<file path="src/sv/ifsc_pkg.sv">
// shared types, codes and constants of the fall state classifier
package ifsc_pkg;

	localparam int SAMPLE_W  = 16;
	localparam int LIMIT_W   = 13;
	localparam int CFG_IDX_W = 3;
	localparam int CFG_NUM   = 8;

	// angles in 1/4096 rad, slopes in Q16
	localparam int ONE_DEG    = 71;
	localparam int DIR_MARGIN = 819;
	localparam int SLOPE_HALF = 35802;
	localparam int SLOPE_BACK = 48957;

	typedef enum logic [CFG_IDX_W-1:0] {
		REG_STAGGER_X      = 3'd0,
		REG_STAGGER_Y      = 3'd1,
		REG_STAGGER_KICK_X = 3'd2,
		REG_STAGGER_KICK_Y = 3'd3,
		REG_FALL_X         = 3'd4,
		REG_FALL_Y         = 3'd5,
		REG_FALL_KICK_X    = 3'd6,
		REG_FALL_KICK_Y    = 3'd7
	} cfg_reg_t;

	localparam logic [LIMIT_W-1:0] LIMIT_RESET [CFG_NUM] = '{
		13'd1434, 13'd1434, 13'd1843, 13'd1843,
		13'd2867, 13'd2867, 13'd3277, 13'd3277
	};

	localparam logic [2:0] DIR_NONE  = 3'd0;
	localparam logic [2:0] DIR_FRONT = 3'd1;
	localparam logic [2:0] DIR_LEFT  = 3'd2;
	localparam logic [2:0] DIR_BACK  = 3'd3;
	localparam logic [2:0] DIR_RIGHT = 3'd4;

	localparam logic [1:0] SIDE_NONE   = 2'd0;
	localparam logic [1:0] SIDE_LEFT   = 2'd1;
	localparam logic [1:0] SIDE_RIGHT  = 2'd2;
	localparam logic [1:0] SIDE_FALLEN = 2'd3;

	localparam logic [1:0] MOT_OTHER = 2'd0;
	localparam logic [1:0] MOT_KICK  = 2'd1;
	localparam logic [1:0] MOT_GETUP = 2'd2;
	localparam logic [1:0] MOT_DEAD  = 2'd3;

	localparam logic signed [1:0] ROT_ZERO = 2'sb00;
	localparam logic signed [1:0] ROT_POS  = 2'sb01;
	localparam logic signed [1:0] ROT_NEG  = 2'sb11;

	typedef struct packed {
		logic signed [SAMPLE_W-1:0] x;
		logic signed [SAMPLE_W-1:0] y;
		logic signed [SAMPLE_W-1:0] z;
	} accel_t;

endpackage

</file>
<file path="src/sv/ifsc_cell.sv">
// one window cell: holds a three-axis sample and hands it on at each shift
module ifsc_cell (
	input  logic            clk,
	input  logic            arst_n,
	input  logic            shift,
	input  ifsc_pkg::accel_t d,
	output ifsc_pkg::accel_t q
);
	import ifsc_pkg::*;

	accel_t sample_q;

	always_ff @(posedge clk or negedge arst_n) begin
		if (!arst_n) begin
			sample_q <= '0;
		end else if (shift) begin
			sample_q <= d;
		end
	end

	assign q = sample_q;

endmodule

</file>
<file path="src/sv/ifsc_window.sv">
// moving window of acceleration samples as a chain of cells, with running sums
module ifsc_window #(
	parameter int WINDOW_LEN = 8,
	parameter int SUM_W      = 16 + $clog2(WINDOW_LEN)
) (
	input  logic                    clk,
	input  logic                    arst_n,
	input  logic                    shift,
	input  ifsc_pkg::accel_t         sample,
	output logic signed [SUM_W-1:0] sum_x,
	output logic signed [SUM_W-1:0] sum_y,
	output logic signed [SUM_W-1:0] sum_z
);
	import ifsc_pkg::*;

	accel_t tap [WINDOW_LEN];
	logic signed [SUM_W-1:0] sum_x_q, sum_y_q, sum_z_q;

	for (genvar i = 0; i < WINDOW_LEN; i++) begin : g_chain
		if (i == 0) begin : g_head
			ifsc_cell u_cell (
				.clk    (clk),
				.arst_n (arst_n),
				.shift  (shift),
				.d      (sample),
				.q      (tap[i])
			);
		end else begin : g_body
			ifsc_cell u_cell (
				.clk    (clk),
				.arst_n (arst_n),
				.shift  (shift),
				.d      (tap[i-1]),
				.q      (tap[i])
			);
		end
	end

	// new sample in, oldest sample (last cell) out
	always_ff @(posedge clk or negedge arst_n) begin
		if (!arst_n) begin
			sum_x_q <= '0;
			sum_y_q <= '0;
			sum_z_q <= '0;
		end else if (shift) begin
			sum_x_q <= sum_x_q + SUM_W'(sample.x) - SUM_W'(tap[WINDOW_LEN-1].x);
			sum_y_q <= sum_y_q + SUM_W'(sample.y) - SUM_W'(tap[WINDOW_LEN-1].y);
			sum_z_q <= sum_z_q + SUM_W'(sample.z) - SUM_W'(tap[WINDOW_LEN-1].z);
		end
	end

	assign sum_x = sum_x_q;
	assign sum_y = sum_y_q;
	assign sum_z = sum_z_q;

endmodule

</file>
<file path="src/sv/imu_fall_state_classifier_core.sv">
// an accepted input is registered by stage 1, stage 2 and then the output registers
// throughput: one transaction per cycle unless a low out_ready has filled the pipeline
// stages: window shift and tilt tests, window-sum slope tests, state update into outputs
// reset: state undefined, no fall recorded, window and sums zero, limits at defaults
// the pipeline keeps accepting while a result waits, up to its two free stages
module imu_fall_state_classifier_core #(
	parameter int WINDOW_LEN   = 8,
	parameter int FALL_TIME_MS = 1000
) (
	input  logic                              clk,
	input  logic                              arst_n,
	input  logic                              cfg_we,
	input  logic [ifsc_pkg::CFG_IDX_W-1:0]    cfg_index,
	input  logic [ifsc_pkg::LIMIT_W-1:0]      cfg_data,
	input  logic                              in_valid,
	output logic                              in_ready,
	input  logic signed [15:0]                accel_x,
	input  logic signed [15:0]                accel_y,
	input  logic signed [15:0]                accel_z,
	input  logic signed [14:0]                tilt_x,
	input  logic signed [14:0]                tilt_y,
	input  logic [1:0]                        motion_kind,
	input  logic [31:0]                       frame_time,
	output logic                              out_valid,
	input  logic                              out_ready,
	output logic [2:0]                        body_state,
	output logic [2:0]                        fall_direction,
	output logic [1:0]                        side_memory,
	output logic signed [1:0]                 rotation_offset
);
	import ifsc_pkg::*;

	localparam int SUM_W  = SAMPLE_W + $clog2(WINDOW_LEN);
	localparam int PROD_W = SUM_W + 16;

	typedef enum logic [2:0] {
		PH_UPRIGHT = 3'd0,
		PH_STAGGER = 3'd1,
		PH_FALLING = 3'd2,
		PH_GROUND  = 3'd3,
		PH_UNDEF   = 3'd4
	} phase_t;

	typedef struct packed {
		logic        calm;
		logic        stag;
		logic        fall;
		logic [2:0]  dir;
		logic        dead;
		logic        getup;
		logic [31:0] now;
	} tilt_info_t;

	typedef struct packed {
		logic wide_x;
		logic narrow_x;
		logic wide_y;
		logic narrow_y;
	} ground_info_t;

	// configuration
	logic [LIMIT_W-1:0] limit_q [CFG_NUM];

	always_ff @(posedge clk or negedge arst_n) begin
		if (!arst_n) begin
			for (int i = 0; i < CFG_NUM; i++) begin
				limit_q[i] <= LIMIT_RESET[i];
			end
		end else if (cfg_we) begin
			limit_q[cfg_index] <= cfg_data;
		end
	end

	// stage enables
	logic v1_q, v2_q, out_valid_q;
	logic en1, en2, en3, accept;

	assign en3      = !out_valid_q || out_ready;
	assign en2      = !v2_q || en3;
	assign en1      = !v1_q || en2;
	assign in_ready = en1;
	assign accept   = in_valid && en1;

	// stage 1: tilt tests against the selected limits
	logic               kick;
	logic [LIMIT_W-1:0] stx, sty, flx, fly;
	logic [14:0]        ax, ay;
	logic signed [16:0] stx_lo, sty_lo;
	tilt_info_t         t1_d, t1_s1, t1_s2;

	always_comb begin
		kick = motion_kind == MOT_KICK;
		stx  = kick ? limit_q[REG_STAGGER_KICK_X] : limit_q[REG_STAGGER_X];
		sty  = kick ? limit_q[REG_STAGGER_KICK_Y] : limit_q[REG_STAGGER_Y];
		flx  = kick ? limit_q[REG_FALL_KICK_X] : limit_q[REG_FALL_X];
		fly  = kick ? limit_q[REG_FALL_KICK_Y] : limit_q[REG_FALL_Y];
		ax   = tilt_x[14] ? 15'(-tilt_x) : 15'(tilt_x);
		ay   = tilt_y[14] ? 15'(-tilt_y) : 15'(tilt_y);
		// lower hysteresis bound may go negative
		stx_lo = $signed({4'b0, stx}) - 17'(ONE_DEG);
		sty_lo = $signed({4'b0, sty}) - 17'(ONE_DEG);
		t1_d.calm = ($signed({2'b0, ax}) <= stx_lo) && ($signed({2'b0, ay}) <= sty_lo);
		t1_d.stag = ({1'b0, ax} >= 16'(stx) + 16'(ONE_DEG)) ||
			({1'b0, ay} >= 16'(sty) + 16'(ONE_DEG));
		t1_d.fall = (ax >= 15'(flx)) || (ay >= 15'(fly));
		if ({1'b0, ax} > {1'b0, ay} + 16'(DIR_MARGIN)) begin
			t1_d.dir = tilt_x[14] ? DIR_LEFT : DIR_RIGHT;
		end else begin
			t1_d.dir = (!tilt_y[14] && (tilt_y != '0)) ? DIR_FRONT : DIR_BACK;
		end
		t1_d.dead  = motion_kind == MOT_DEAD;
		t1_d.getup = motion_kind == MOT_GETUP;
		t1_d.now   = frame_time;
	end

	accel_t                  sample;
	logic signed [SUM_W-1:0] sum_x, sum_y, sum_z;

	assign sample = '{x: accel_x, y: accel_y, z: accel_z};

	ifsc_window #(
		.WINDOW_LEN (WINDOW_LEN),
		.SUM_W      (SUM_W)
	) u_window (
		.clk    (clk),
		.arst_n (arst_n),
		.shift  (accept),
		.sample (sample),
		.sum_x  (sum_x),
		.sum_y  (sum_y),
		.sum_z  (sum_z)
	);

	always_ff @(posedge clk) begin
		if (accept) begin
			t1_s1 <= t1_d;
		end
	end

	// stage 2: constant-slope tests on the window sums
	logic [SUM_W-1:0]  mag_x, mag_y, mag_z;
	logic [PROD_W-1:0] z_shift, prod_bx, prod_hx, prod_by, prod_hy;
	ground_info_t      g_d, g_s2;

	always_comb begin
		mag_x   = sum_x[SUM_W-1] ? SUM_W'(-sum_x) : SUM_W'(sum_x);
		mag_y   = sum_y[SUM_W-1] ? SUM_W'(-sum_y) : SUM_W'(sum_y);
		mag_z   = sum_z[SUM_W-1] ? SUM_W'(-sum_z) : SUM_W'(sum_z);
		z_shift = {mag_z, 16'b0};
		prod_bx = PROD_W'(mag_x) * PROD_W'(SLOPE_BACK);
		prod_hx = PROD_W'(mag_x) * PROD_W'(SLOPE_HALF);
		prod_by = PROD_W'(mag_y) * PROD_W'(SLOPE_BACK);
		prod_hy = PROD_W'(mag_y) * PROD_W'(SLOPE_HALF);
		g_d.wide_x   = sum_x[SUM_W-1] && (z_shift < prod_bx);
		g_d.narrow_x = ((sum_x == '0) && (sum_z == '0)) ||
			(!sum_x[SUM_W-1] && (sum_x != '0) && (z_shift < prod_hx));
		g_d.wide_y   = sum_y[SUM_W-1] && (z_shift < prod_by);
		g_d.narrow_y = ((sum_y == '0) && (sum_z == '0)) ||
			(!sum_y[SUM_W-1] && (sum_y != '0) && (z_shift < prod_hy));
	end

	always_ff @(posedge clk) begin
		if (en2 && v1_q) begin
			t1_s2 <= t1_s1;
			g_s2  <= g_d;
		end
	end

	// stage 3: body state update, whose registers are the outputs
	phase_t             phase_q, phase_d;
	logic [2:0]         dir_q, dir_d;
	logic [1:0]         side_q, side_d;
	logic [31:0]        last_fall_q, last_fall_d, diff;
	logic               seen_q, seen_d, hold;
	logic signed [1:0]  rot_q, rot_d;

	function automatic logic [1:0] side_of(input logic [2:0] dir);
		case (dir)
			DIR_LEFT:  side_of = SIDE_LEFT;
			DIR_RIGHT: side_of = SIDE_RIGHT;
			default:   side_of = SIDE_NONE;
		endcase
	endfunction

	always_comb begin
		phase_d     = phase_q;
		dir_d       = dir_q;
		side_d      = side_q;
		last_fall_d = last_fall_q;
		seen_d      = seen_q;
		rot_d       = ROT_ZERO;
		diff        = t1_s2.now - last_fall_q;
		// a timestamp before the last fall counts as inside the hold
		hold        = seen_q && (diff[31] || (diff <= 32'(FALL_TIME_MS)));
		if (t1_s2.dead) begin
			phase_d = PH_UNDEF;
		end else if (hold) begin
			phase_d = PH_FALLING;
		end else if (t1_s2.calm || (phase_q == PH_UPRIGHT && !t1_s2.stag)) begin
			phase_d = PH_UPRIGHT;
			dir_d   = DIR_NONE;
			side_d  = SIDE_NONE;
		end else if (phase_q == PH_STAGGER && t1_s2.fall) begin
			last_fall_d = t1_s2.now;
			seen_d      = 1'b1;
			phase_d     = PH_FALLING;
			dir_d       = t1_s2.dir;
			if (side_q != SIDE_FALLEN) begin
				side_d = side_of(t1_s2.dir);
			end
		end else if (((phase_q == PH_UPRIGHT || phase_q == PH_STAGGER) && t1_s2.stag) ||
				(phase_q == PH_STAGGER && t1_s2.calm)) begin
			phase_d = PH_STAGGER;
			dir_d   = t1_s2.dir;
			if (side_q != SIDE_FALLEN) begin
				side_d = side_of(t1_s2.dir);
			end
		end else begin
			phase_d = PH_UNDEF;
			if (g_s2.wide_x) begin
				dir_d   = DIR_FRONT;
				phase_d = PH_GROUND;
				if (!t1_s2.getup && (side_q == SIDE_LEFT || side_q == SIDE_RIGHT)) begin
					rot_d  = (side_q == SIDE_LEFT) ? ROT_POS : ROT_NEG;
					side_d = SIDE_FALLEN;
				end
			end else if (g_s2.narrow_x) begin
				dir_d   = DIR_BACK;
				phase_d = PH_GROUND;
				if (!t1_s2.getup && (side_q == SIDE_LEFT || side_q == SIDE_RIGHT)) begin
					rot_d  = (side_q == SIDE_LEFT) ? ROT_NEG : ROT_POS;
					side_d = SIDE_FALLEN;
				end
			end else if (g_s2.wide_y) begin
				dir_d   = DIR_LEFT;
				phase_d = PH_GROUND;
				if (!t1_s2.getup && side_q != SIDE_FALLEN) begin
					side_d = SIDE_LEFT;
				end
			end else if (g_s2.narrow_y) begin
				dir_d   = DIR_RIGHT;
				phase_d = PH_GROUND;
				if (!t1_s2.getup && side_q != SIDE_FALLEN) begin
					side_d = SIDE_RIGHT;
				end
			end
		end
	end

	always_ff @(posedge clk or negedge arst_n) begin
		if (!arst_n) begin
			v1_q        <= 1'b0;
			v2_q        <= 1'b0;
			out_valid_q <= 1'b0;
			phase_q     <= PH_UNDEF;
			dir_q       <= DIR_NONE;
			side_q      <= SIDE_NONE;
			last_fall_q <= '0;
			seen_q      <= 1'b0;
			rot_q       <= ROT_ZERO;
		end else begin
			if (en1) begin
				v1_q <= accept;
			end
			if (en2) begin
				v2_q <= v1_q;
			end
			if (en3) begin
				out_valid_q <= v2_q;
			end
			if (en3 && v2_q) begin
				phase_q     <= phase_d;
				dir_q       <= dir_d;
				side_q      <= side_d;
				last_fall_q <= last_fall_d;
				seen_q      <= seen_d;
				rot_q       <= rot_d;
			end
		end
	end

	assign out_valid       = out_valid_q;
	assign body_state      = phase_q;
	assign fall_direction  = dir_q;
	assign side_memory     = side_q;
	assign rotation_offset = rot_q;

endmodule

</file>
<file path="config.mk">
export PLATFORM = sky130hd
export DESIGN_NAME = imu_fall_state_classifier_core
export DESIGN_NICKNAME = d
export VERILOG_FILES = /design/src/sv/ifsc_pkg.sv /design/src/sv/ifsc_cell.sv /design/src/sv/ifsc_window.sv /design/src/sv/imu_fall_state_classifier_core.sv
export SDC_FILE = /design/constraint.sdc
export NUM_CORES = 2
export LEC_CHECK = 0
export ABC_AREA = 1
export BUFFER_PORTS_ARGS = -buffer_cell sky130_fd_sc_hd__buf_2
export CAP_MARGIN = 5
export CELL_PAD_IN_SITES_DETAIL_PLACEMENT = 1
export CELL_PAD_IN_SITES_GLOBAL_PLACEMENT = 2
export CORE_AREA = 2 2 385 387
export DETAILED_ROUTE_END_ITERATION = 7
export DIE_AREA = 0 0 387 389
export GPL_TIMING_DRIVEN = 1
export HOLD_SLACK_MARGIN = 0.15
export PLACE_DENSITY_LB_ADDON = 0.1
export SYNTH_ARGS = -nofsm -noshare
export SYNTH_HDL_FRONTEND = slang
export SYNTH_SLANG_ARGS = --single-unit
</file>
<file path="constraint.sdc">
create_clock -name clk -period 25.1 [get_ports clk]
set_input_delay 1.255 -clock clk [delete_from_list [all_inputs] [get_ports clk]]
set_output_delay 1.255 -clock clk [all_outputs]
set_load 0.1 [all_outputs]
</file>
==> results_dict.tcl <==
set metrics [dict create \
    status "finished clean" \
    clock.fmax_mhz 94.23 \
    synth_area_sq_um 62490 \
    grt-ovfl-total 0 \
    avgSynthCellArea_sq_um 8.311 \
    setup_violations 0 \
    layout_common_cells "nand2_1 (1991), inv_1 (1473), ha_1 (753)" \
    worst_hold_path_type "reg2reg" \
    place.gp.congestion 0.9347 \
    critPathKind "reg2reg" \
    cp_slowest_cell "dfrtp_1" \
    synthArstFlopShare 0.8756 \
    arrival_ps 11040 \
    layout-drive-gt1-share 0.05831 \
    io_pins 145 \
    synthCells 7519 \
    htree_levels 3 \
    port-buffer-count 144 \
    fin_skew_ps 46.71 \
    nets 9077 \
    final_common_cell "nand2_1" \
    required_ps 25530 \
    cp_max_fo 13 \
    final.setup.tns_ps 0 \
    clock_path_buffers 3 \
    cts_root_buffer "clkbuf_16" \
    syn2layout_area_growth_pct 9.403 \
    worst_slew_pin_slew_ps 1093 \
    cts_tree "yes" \
    syn_nets 8942 \
    coreArea_sq_um 146600 \
    antenna_found_initial 4 \
    ys_ff_latch 675 \
    num_vias 48810 \
    crit_path_end_kind "flop" \
    ys_types 62 \
    ys_seq_area_frac 0.2781 \
    netlist_top_cells_area "dfrtp_1 (21%), fa_1 (17%), ha_1 (15%)" \
    clk_pin_slew_ps 60 \
    crit_top_cell "inv_1" \
    rows 141 \
    drt_iter0_markers 2339 \
    start_util 0.4262 \
    grt_pass1_wl_microns 295600 \
    antenna_left 0 \
    relSlewSlack 0.2634 \
    die_area_sq_um 150500 \
    clk_latency_ps 720 \
    finalHoldViolations 0 \
    synth_area_leader_cell "dfrtp_1" \
    cap_violations 0 \
    cp.depth 43 \
    routedWlPerCell_microns 19.01 \
    r2r_cells 43 \
    hpwl_microns 150400 \
    finalCriticalPeriod_ps 10610 \
    synth-edff-count 84 \
    grt.total_usage 0.2490 \
    cp_slowest_stage_delay_ps 620 \
    wl_microns 183400 \
    cts_buffers 81 \
    synth.top_cell.area_share 0.2146 \
    startpoint_type "flop" \
    postCtsSetupBuffers 0 \
    ys_warn_count 0 \
    numClockSinks 675 \
    vias_per_cell 5.059 \
    timing.final.crit_share 0.4228 \
    route.detailed.drc 0 \
    holdBufCountCts 0 \
    grt_pass1_vias 53040 \
    dr.pass1.iters 5 \
    cts_resized 0 \
    grt_max_degree 229 \
    path_buf_inv 9 \
    die_y_microns 389 \
    regToRegSetupSlack_ps 14490 \
    synth_ff_type "dfrtp_1" \
    drv_slew 0 \
    hold_depth 0 \
    die-width_microns 387 \
    rsz0062_at_grt "no" \
    crit_family "adder cells" \
]
[cells by family after synthesis]
logic type / Yosys count / share of synthesized area
and+or+nand+nor: 2730 / 0.1768
buffers and inverters: 1624 / 0.09827
adders and majority gates: 1290 / 0.3228
AOI/OAI and AO/OA: 874 / 0.07775
DFF: 675 / 0.2781
xor gates and xnor gates: 310 / 0.04369
muxes: 16 / 0.002583
[area by class of cell]
class / instances / area, sq um
Tap cell: 1930 / 2415
Timing Repair Buffer: 198 / 1174
Multi-Input combinational cell: 5220 / 39040
Fill cell: 17490 / 78240
Inverter: 1478 / 5555
Clock buffer: 109 / 2312
Sequential cell: 675 / 17380
Antenna cell: 1 / 2.502
Clock inverter: 37 / 481.7
[path summary, 6_finish.rpt]
kind	start	to
min in group asynchronous	arst_n	u_window.g_chain[0].g_head.u_cell.q[8]$_DFFE_PN0P_
max in group asynchronous	arst_n	u_window.g_chain[5].g_body.u_cell.q[29]$_DFFE_PN0P_
setup / recovery	u_window.sum_y[0]$_DFFE_PN0P_	g_s2[0]$_DFFE_PP_
hold / removal	t1_s1[25]$_DFFE_PP_	t1_s2[25]$_DFFE_PP_
hold reg to reg	t1_s1[25]$_DFFE_PP_	t1_s2[25]$_DFFE_PP_
setup reg to reg	u_window.sum_y[0]$_DFFE_PN0P_	g_s2[0]$_DFFE_PP_
[sequential cells by signal, summed over array words and instances (netlist names)]
name / cells
limit_q: 104
u_window.sum_z: 19
t1_s2: 40
body_state: 3
u_window.g_chain.g_body.u_cell.q: 336
v2_q: 1
last_fall_q: 32
v1_q: 1
fall_direction: 3
t1_s1: 40
out_valid: 1
u_window.sum_y: 19
u_window.g_chain.g_head.u_cell.q: 48
seen_q: 1
u_window.sum_x: 19
rotation_offset: 2
side_memory: 2
g_s2: 4
[through the flow]
stage / cells / area, sq um / hold WS (ps) / utilization / setup slack (ps)
floorplan: 7519 / 62490 / 400.3 / - / 16130
global placement: 9501 / 65570 / 403.8 / 0.4473 / 14820
detailed placement: 9501 / 65570 / 406.1 / 0.4473 / 14600
CTS: 9647 / 68360 / 406.0 / 0.4663 / 14580
global route: 9648 / 68370 / 402.0 / 0.4663 / 13720
finish: 9648 / 68370 / 400.5 / 0.4663 / 14490
[cells in the mapped netlist, types with 36 or more instances]
cell,instances
inv_1,1475
xnor2_1,102
nor2_1,312
dfrtp_1,536
a31oi_1,36
dfstp_2,55
ha_1,753
clkbuf_1,128
edfxtp_1,84
nand4_1,95
fa_1,537
o21ai_0,389
a21oi_1,286
nor3_1,71
nand3_1,180
xor2_1,206
nand2_1,1992
[worst reg2reg max path, delay by kind of cell (launching register included)]
family	cells	cell delay, ps
simple gates	17	2690
fa+ha+maj	9	3920
buf+inv	9	1040
flops	1	620
compound gates	7	1440
xor+xnor	1	620
[metal layers]
layer  share of wire  track usage
met5               0            0
met4           0.034      0.08057
met3           0.035      0.03339
met2            0.47       0.4165
met1            0.46       0.3338
Power is left out: the tool's default activity adds up to more than one toggle a clock period on the data nets, which glitch-free logic cannot reach.
